**config.mk**
```make
export PLATFORM = sky130hd
export DESIGN_NAME = setac_ctrl
export DESIGN_NICKNAME = d
export VERILOG_FILES = /design/src/hdl/setac_pkg.sv /design/src/hdl/setac_ctrl.sv
export SDC_FILE = /design/constraint.sdc
export NUM_CORES = 1
export LEC_CHECK = 0
export CORE_ASPECT_RATIO = 1.1
export CORE_MARGIN = 10
export CORE_UTILIZATION = 45
export DETAILED_ROUTE_END_ITERATION = 7
export DONT_BUFFER_PORTS = 1
export PLACE_DENSITY = 0.61
export RECOVER_POWER = 100
export SETUP_SLACK_MARGIN = 0.3
export SYNTH_ARGS = -nofsm -noshare
export SYNTH_HDL_FRONTEND = slang
export SYNTH_SLANG_ARGS = --single-unit
```
**constraint.sdc**
```tcl
create_clock -name clk_i -period 1.44 [get_ports clk_i]
set_clock_uncertainty 0.05 [all_clocks]
set_input_delay 0.072 -clock clk_i [delete_from_list [all_inputs] [get_ports clk_i]]
set_output_delay 0.072 -clock clk_i [all_outputs]
set_load 0.03 [all_outputs]
```
**src/hdl/setac_pkg.sv**
```systemverilog
// Package: shared types, constants and arithmetic helpers for the tensor accumulator.
`default_nettype none

package setac_pkg;

  localparam int FRAC_BITS = 16;
  localparam int SUM_WIDTH = 48;
  localparam int OUT_W     = 48;
  localparam int IN_W      = 32;
  localparam int NUM_SUMS  = 10;
  localparam int NUM_PAIRS = 6;
  localparam int TIME_OPS  = 4;
  localparam int PROD_W    = 2 * IN_W;
  localparam int QUO_W     = 64;
  // energy is positive when divided by, so its sign bit is dropped
  localparam int DEN_W     = IN_W - 1 + FRAC_BITS;
  localparam int MUL_OPS   = TIME_OPS + 3 * NUM_PAIRS;
  localparam int CNT_W     = $clog2(QUO_W);
  localparam int IDX_W     = $clog2(NUM_PAIRS);

  typedef enum logic [2:0] {
    ST_IDLE,
    ST_MUL,
    ST_DRAIN,
    ST_DIV_INIT,
    ST_DIV,
    ST_APPLY,
    ST_OUT
  } state_e;

  typedef enum logic [1:0] {
    MK_TIME,
    MK_PAIR,
    MK_LO,
    MK_HI
  } mul_kind_e;

  typedef struct packed {
    logic signed [IN_W-1:0] energy;
    logic signed [IN_W-1:0] mom_x;
    logic signed [IN_W-1:0] mom_y;
    logic signed [IN_W-1:0] mom_z;
    logic [IN_W-1:0]        weight;
    logic                   start_req;
  } in_word_t;

  typedef struct packed {
    logic signed [OUT_W-1:0] t00;
    logic signed [OUT_W-1:0] t01;
    logic signed [OUT_W-1:0] t02;
    logic signed [OUT_W-1:0] t03;
    logic signed [OUT_W-1:0] t11;
    logic signed [OUT_W-1:0] t12;
    logic signed [OUT_W-1:0] t13;
    logic signed [OUT_W-1:0] t22;
    logic signed [OUT_W-1:0] t23;
    logic signed [OUT_W-1:0] t33;
    logic                    bad_energy;
  } out_word_t;

  typedef struct packed {
    logic             load;
    logic             mul_en;
    mul_kind_e        mul_kind;
    logic [IDX_W-1:0] mul_idx;
    logic             div_init;
    logic             div_step;
    logic             apply;
    logic             out_load;
  } ctrl_cmd_t;

  typedef struct packed {
    logic bad;
  } dp_status_t;

  // spatial pair k -> row / column component (0 = x, 1 = y, 2 = z)
  function automatic logic [1:0] pair_row(input logic [IDX_W-1:0] k);
    unique case (k)
      3'd0, 3'd1, 3'd2: return 2'd0;
      3'd3, 3'd4:       return 2'd1;
      default:          return 2'd2;
    endcase
  endfunction

  function automatic logic [1:0] pair_col(input logic [IDX_W-1:0] k);
    unique case (k)
      3'd0:       return 2'd0;
      3'd1, 3'd3: return 2'd1;
      default:    return 2'd2;
    endcase
  endfunction

  // add a signed magnitude to a sum, clamping at the signed SUM_WIDTH limits
  function automatic logic signed [SUM_WIDTH-1:0] sat_add(
    input logic signed [SUM_WIDTH-1:0] s,
    input logic                        neg,
    input logic [QUO_W-1:0]            mag
  );
    logic signed [SUM_WIDTH:0] sx;
    logic signed [SUM_WIDTH:0] smax_x;
    logic signed [SUM_WIDTH:0] smin_x;
    logic [SUM_WIDTH:0]        room;
    sx     = {s[SUM_WIDTH-1], s};
    smax_x = {2'b00, {(SUM_WIDTH-1){1'b1}}};
    smin_x = {2'b11, {(SUM_WIDTH-1){1'b0}}};
    room   = neg ? (sx - smin_x) : (smax_x - sx);
    if ((QUO_W+1)'(room) < {1'b0, mag}) begin
      return neg ? smin_x[SUM_WIDTH-1:0] : smax_x[SUM_WIDTH-1:0];
    end
    return neg ? (s - mag[SUM_WIDTH-1:0]) : (s + mag[SUM_WIDTH-1:0]);
  endfunction

  function automatic logic signed [OUT_W-1:0] to_out(input logic signed [SUM_WIDTH-1:0] s);
    return OUT_W'(s);
  endfunction

endpackage

`default_nettype wire

```
**src/hdl/setac_ctrl.sv**
```systemverilog
// Controller: sequences multiplies, division and result hand-off for one word at a time.
`default_nettype none

module setac_ctrl (
  input  logic                   clk_i,
  input  logic                   rst_ni,
  input  logic                   in_valid_i,
  output logic                   in_stall_o,
  output logic                   out_valid_o,
  input  logic                   out_stall_i,
  input  setac_pkg::dp_status_t  status_i,
  output setac_pkg::ctrl_cmd_t   cmd_o
);
  import setac_pkg::*;

  localparam logic [CNT_W-1:0] MUL_LAST  = CNT_W'(MUL_OPS - 1);
  localparam logic [CNT_W-1:0] DIV_LAST  = CNT_W'(QUO_W - 1);
  localparam logic [CNT_W-1:0] PAIR_BASE = CNT_W'(TIME_OPS);
  localparam logic [CNT_W-1:0] LO_BASE   = CNT_W'(TIME_OPS + NUM_PAIRS);
  localparam logic [CNT_W-1:0] HI_BASE   = CNT_W'(TIME_OPS + 2 * NUM_PAIRS);

  state_e           state_q, state_d;
  logic [CNT_W-1:0] cnt_q, cnt_d;
  logic             out_valid_q, out_valid_d;
  logic             can_load;

  assign can_load = !out_valid_q || !out_stall_i;

  always_ff @(posedge clk_i or negedge rst_ni) begin
    if (!rst_ni) begin
      state_q     <= ST_IDLE;
      cnt_q       <= '0;
      out_valid_q <= 1'b0;
    end else begin
      state_q     <= state_d;
      cnt_q       <= cnt_d;
      out_valid_q <= out_valid_d;
    end
  end

  // next state
  always_comb begin
    state_d = state_q;
    cnt_d   = cnt_q;
    unique case (state_q)
      ST_IDLE: begin
        cnt_d = '0;
        if (in_valid_i) state_d = ST_MUL;
      end
      ST_MUL: begin
        if (status_i.bad) begin
          state_d = ST_OUT;
        end else if (cnt_q == MUL_LAST) begin
          cnt_d   = '0;
          state_d = ST_DRAIN;
        end else begin
          cnt_d = cnt_q + 1'b1;
        end
      end
      ST_DRAIN:    state_d = ST_DIV_INIT;
      ST_DIV_INIT: state_d = ST_DIV;
      ST_DIV: begin
        cnt_d = cnt_q + 1'b1;
        if (cnt_q == DIV_LAST) begin
          cnt_d   = '0;
          state_d = ST_APPLY;
        end
      end
      ST_APPLY: state_d = ST_OUT;
      ST_OUT: begin
        if (can_load) state_d = ST_IDLE;
      end
      default: state_d = ST_IDLE;
    endcase
  end

  // outputs
  always_comb begin
    cmd_o          = '0;
    cmd_o.mul_kind = MK_TIME;
    unique case (state_q)
      ST_IDLE: cmd_o.load = in_valid_i;
      ST_MUL: begin
        cmd_o.mul_en = !status_i.bad;
        priority if (cnt_q < PAIR_BASE) begin
          cmd_o.mul_kind = MK_TIME;
          cmd_o.mul_idx  = IDX_W'(cnt_q);
        end else if (cnt_q < LO_BASE) begin
          cmd_o.mul_kind = MK_PAIR;
          cmd_o.mul_idx  = IDX_W'(cnt_q - PAIR_BASE);
        end else if (cnt_q < HI_BASE) begin
          cmd_o.mul_kind = MK_LO;
          cmd_o.mul_idx  = IDX_W'(cnt_q - LO_BASE);
        end else begin
          cmd_o.mul_kind = MK_HI;
          cmd_o.mul_idx  = IDX_W'(cnt_q - HI_BASE);
        end
      end
      ST_DRAIN:    cmd_o.load = 1'b0;
      ST_DIV_INIT: cmd_o.div_init = 1'b1;
      ST_DIV:      cmd_o.div_step = 1'b1;
      ST_APPLY:    cmd_o.apply = 1'b1;
      ST_OUT:      cmd_o.out_load = can_load;
      default:     cmd_o.load = 1'b0;
    endcase
  end

  assign out_valid_d = cmd_o.out_load || (out_valid_q && out_stall_i);
  assign out_valid_o = out_valid_q;
  assign in_stall_o  = (state_q != ST_IDLE);

  // a waiting result word is never overwritten
  assert property (@(posedge clk_i) disable iff (!rst_ni)
    cmd_o.out_load |-> (!out_valid_q || !out_stall_i))
    else $error("result word overwritten while stalled");

  assert property (@(posedge clk_i) disable iff (!rst_ni)
    (in_valid_i && !in_stall_o) |=> (state_q == ST_MUL))
    else $error("accepted word did not start the multiply sequence");

  assert property (@(posedge clk_i) disable iff (!rst_ni)
    (state_q == ST_MUL && status_i.bad) |-> !cmd_o.mul_en)
    else $error("multiply issued for a particle with bad energy");

  assert property (@(posedge clk_i) disable iff (!rst_ni)
    (state_q == ST_DRAIN) |=> cmd_o.div_init)
    else $error("divider not initialized after last product");

endmodule

`default_nettype wire
```
[Word level (Yosys, flattened, before mapping)]
Cells that the tools add are included.
Operators by class
  $add $sub $neg: 4
  order comparisons: 3
  equality and inequality tests: 13
  multiplexer cells: 19
  reduce and logical (&&, ||, !) cells: 11
Operators by type and width (number)
  6-bit two-way mux: 4
  3-bit case mux with 7 select lines: 1
  6-bit case mux with 3 select lines: 1
  3-bit two-way mux: 5
  5-bit two-way mux: 2
  3-bit equality test (second input constant): 3
  2-bit inequality test (second input constant): 4
  6-bit by 1-bit adder with 6-bit output (second input constant): 1
  3-bit by 2-bit equality test with 1-bit output (second input constant): 2
  6-bit by 5-bit equality test with 1-bit output (second input constant): 1
  6-bit equality test (second input constant): 1
  6-bit by 3-bit less-than comparator with 1-bit output (second input constant): 1
  6-bit by 4-bit less-than comparator with 1-bit output (second input constant): 1
  6-bit by 5-bit less-than comparator with 1-bit output (second input constant): 1
  3-bit nonzero test: 2
  1-bit two-way mux: 5
  4-bit two-way mux: 1
  4-bit AND reduction: 1
  3-bit by 1-bit equality test with 1-bit output (second input constant): 1
  1-bit logical NOT: 3
  3-bit logical NOT: 1
  3-bit inequality test (second input constant): 1
  3-bit by 1-bit subtractor with 3-bit output (second input constant): 1
  3-bit by 2-bit subtractor with 3-bit output (second input constant): 1
  4 further kinds: 5
Word-level totals
  flip-flop bits (word level): 10
  input bits: 5
  output and inout bits: 13
  logic and storage cells: 53

[Longest topological paths before layout]
  depth in word-level cells: 5
  mapped depth: 6
  depth with buffers taken out: 6

[Worst setup path after synthesis]
No wires, ideal clock.
  path type: register -> output
  start: register state_q[1]
  end: output port cmd_o[10] in the netlist's numbering
  arrival: 1.565 ns
  required time: 1.318 ns
  path slack: -0.247 ns
  cell stages (with the launch flop): 4
  buffers on the path: 1
  path through: dfrtp_1 > clkbuf_1 > or3_1 > nor2_1
RTL lines
  start: declaration: line setac_ctrl.sv:22  | state_e state_q, state_d;
  start signal: assignment: line setac_ctrl.sv:35  | state_q <= state_d;
  end: declaration: line setac_ctrl.sv:12  | output setac_pkg::ctrl_cmd_t cmd_o

[Final worst setup path]
  start: register cnt_q[1]
  end: register cnt_q[5]
Between the ends
  cells in the longest elaborated chain, start to end: 4
  elaborated cells between the ends (all ways): 7
  classes of those cells: add/sub (1); eq/ne (2); mux (4)
Ends and longest elaborated chain
  start: declaration: line setac_ctrl.sv:23  | logic [CNT_W-1:0] cnt_q, cnt_d;
  start signal: assignment: line setac_ctrl.sv:36  | cnt_q <= cnt_d;
  6-bit by 1-bit adder with 6-bit output or 6-bit by 5-bit equality test with 1-bit output (tied branches): line setac_ctrl.sv:57, setac_ctrl.sv:63, setac_ctrl.sv:53
  6-bit two-way mux: line setac_ctrl.sv:53  | end else if (cnt_q == MUL_LAST) begin
  6-bit two-way mux: line setac_ctrl.sv:51  | if (status_i.bad) begin
  6-bit case mux with 3 select lines *: line setac_ctrl.sv:45  | unique case (state_q)
Mark *: on every way between the ends. The rest lies on a longest branch, timed or not. The select of a mux whose other input is x is not followed.
A chain may end at the register's enable or synchronous reset.

==> results.toml <==
[worst_setup_path]
endpoint_kind = "register"
crit_buf_inv = 1
cp_slowest_cell = "dfrtp_1"
slowest_delay_ns = 0.44
critPathTopFamily = "flip-flops"
crit_chain = "inv_2 > ha_4 > nand2_2 > or3_4 > a22oi_4 > a21oi_1"
cp.arrival_ns = 1.71
path_class = "register to register"
cp.required_ns = 1.52
cp-start-kind = "register"
crit_fanout = 5

[place]
io_buffers = 0
dp_cells = 121
gp_congestion = 0.801
dpl.hpwl_um = 1550

[routing]
avgRoutedWirePerCell_um = 21.0
viasPerCell = 6.09
drt_first_iter_violations = 30
ant_nets = 0
drc_errors = 0
drtPass1Iterations = 4
num_vias = 908
finalWirelength_um = 3130

[cells_and_area]
area_delta_synth_final_pct = 88.1
fillCellCount = 55
drive_gt1_share_pct = 64.4
antenna_cells = 0
fin_nets = 141
fin_cells = 149
postLayoutCoreUtil_pct = 89.0

[logic_synthesis]
syn-cell-area_um2 = 737
synth_most_common_cell = "nand2_1"
yosysTopAreaCellShare_pct = 34.0
ys_top_cells_by_area = "dfrtp_1 34%, a21oi_1 6.8%, nand2_1 5.6%"
synth.distinct_cells = 34
ys_seq_area_share_pct = 34.0
synth_warnings = 0
synthTopCellsByCount = "11 x nand2_1, 10 x a21oi_1, 10 x dfrtp_1"
syn_area_per_cell_um2 = 8.28
synthFlopType = "dfrtp_1"
async_reset_ff_share_pct = 100
synth_top_area_cell = "dfrtp_1"
synth-seq-cells = 10
synth-edff-count = 0
syn-instance-count = 89
synth_nets = 97

[power_and_ir_drop]
total_power_w = 0.00284
power_frac_clock_pct = 9.2
seqPwrFrac_pct = 19.2
switchingPower_w = 0.00131
ir_drop_uv = 1740
p_leak_nw = 0.567
swShare_pct = 46.0
intPower_w = 0.00154
p_comb_share_pct = 71.5
power_density_mw_per_mm2 = 2050

[floorplan]
core-area_mm2 = 0.00156
dieArea_mm2 = 0.00366
die_h_um = 62.4
die_w_um = 58.6
ios = 18
row_count = 15
initial_core_util_pct = 47.3

[sta]
max_freq_ghz = 0.612
finalSetupViolCount = 17
worst_pin_slew_ns = 0.496
slew_violations = 0
timing.final.crit_period_ns = 1.63
rsz0062_at_grt = "true"
hold_viol = 0
relSlewSlack_pct = 66.8
setup_slack_ns = -0.193
fin_crit_sh_pct = 113

[global_route]
grt_use_met3_pct = 4.88
grt_max_degree = 11
busiest_layer = "met2"
grt_pass1_wl_um = 4020
grt_pass1_vias = 830
globalRouteMet1Util_pct = 15.8
antenna_found_initial = 0
use_met2_pct = 21.3
track_usage_pct = 13.5
grt-ovfl-total = 0

[outcome]
status = "finished with violations"
violations = "setup timing"

[cts]
clockBufferDepth = 2
clkLatencyLatePin_ns = 0.27
cts.sinks = 10
cts_tree = "built"
htreeDepth = 1
clkTransAtPathRegs_ns = 0.09
cts_root_buf = "clkbuf_4"
cts_buffers = 3

[worst_hold_path]
hold_class = "primary input to register"

[run]
maxCapViolCount = 0
[cells in the final DEF, fill, tap and decap left out, types with 3 or more instances in the layout]
cell	count
a21oi_1	4
a21oi_2	3
a21oi_4	3
buf_4	19
buf_6	20
clkbuf_4	3
dfrtp_1	4
dfrtp_2	6
dlygate4sd3_1	3
nand2_1	10
nand2b_4	3
nor2_4	4
o21ai_0	4
o21ai_2	3
xor2_1	3
[cell families (layout without fill, tap and decap cells)]
logic type / count (synthesis) / after routing / share of synthesized area (%)
flops: 10 / 10 / 34.0
simple gates: 40 / 40 / 30.2
fa+ha+maj: 3 / 3 / 5.09
compound gates: 25 / 25 / 21.7
xor+xnor: 3 / 3 / 3.57
buf+inv: 8 / 51 / 5.43
[tightest hold or removal path, cell delays in order]
cell    delay, ns
nor3_1       0.04
nor2_1       0.08
a22o_1       0.16
[stage by stage]
stage	area [um^2]	hold WS (ns)	setup TNS (ns)	setup slack, ns
after CTS	1210	0.00639	-1.18	-0.135
after global routing	1390	0.0793	-2.81	-0.243
after detailed placement	976	-0.273	-0.557	-0.101
final	1390	0.0700	-1.95	-0.193
after global placement	976	-0.273	-0.278	-0.0571
after floorplan	841	-0.274	-0.298	-0.0558
[path summary, 6_finish.rpt]
kind | from | endpoint | slack [ns] | cells after the start
hold reg to reg | cnt_q[0]$_DFFE_PN0P_ | cnt_q[1]$_DFFE_PN0P_ | 0.62 | 2
hold / removal | in_valid_i | state_q[0]$_DFFE_PN0P_ | 0.07 | 3
setup reg to reg | cnt_q[1]$_DFFE_PN0P_ | cnt_q[5]$_DFFE_PN0P_ | -0.19 | 6
setup / recovery | cnt_q[1]$_DFFE_PN0P_ | cnt_q[5]$_DFFE_PN0P_ | -0.19 | 6
min in group asynchronous | rst_ni | out_valid_o$_DFF_PN0_ | 0.14 | 1
max in group asynchronous | rst_ni | cnt_q[2]$_DFFE_PN0P_ | 0.81 | 1
[metal layers]
metal  vias up  wire (um)
li1        403          -
met1       441       1260
met2        50       1490
met3        14        236
met4         0        139
met5         -          0
[state kept, by name, summed over array words and instances, names as in the netlist]
register	flops
state_q	3
cnt_q	6
out_valid_o	1
[power groups by stage]
| stage | Sequential (W) | Combinational (W) | Clock, W |
|---|---|---|---|
| after floorplan | 0.000477 | 0.000838 | 0 |
| after global placement | 0.000539 | 0.00111 | 0 |
| after detailed placement | 0.000545 | 0.00112 | 0 |
| after CTS | 0.000544 | 0.00151 | 0.000258 |
| after global routing | 0.000551 | 0.00216 | 0.000290 |
| final | 0.000547 | 0.00204 | 0.000262 |
[layout make-up]
| cell class | instances | area (um^2) | share of cell area (%) |
|---|---|---|---|
| repair buffers | 43 | 403 | 29.1 |
| multi-input cells | 71 | 648 | 46.8 |
| flip-flops and latches | 10 | 258 | 18.6 |
| well taps | 17 | 21.3 | 1.53 |
| clock buffers | 4 | 36.3 | 2.62 |
| inverters | 4 | 20.0 | 1.44 |
[timing repair]
action / in CTS / in global routing
gates resized for setup: 34 / 22
hold buffers: 3 / 0
setup endpoints to repair: 21 / 21
buffers inserted: 8 / 13
hold endpoints to repair: 13 / 0
gates cloned: 0 / 0
pin swaps: 17 / 6
Power figures use the tool's default switching activity.
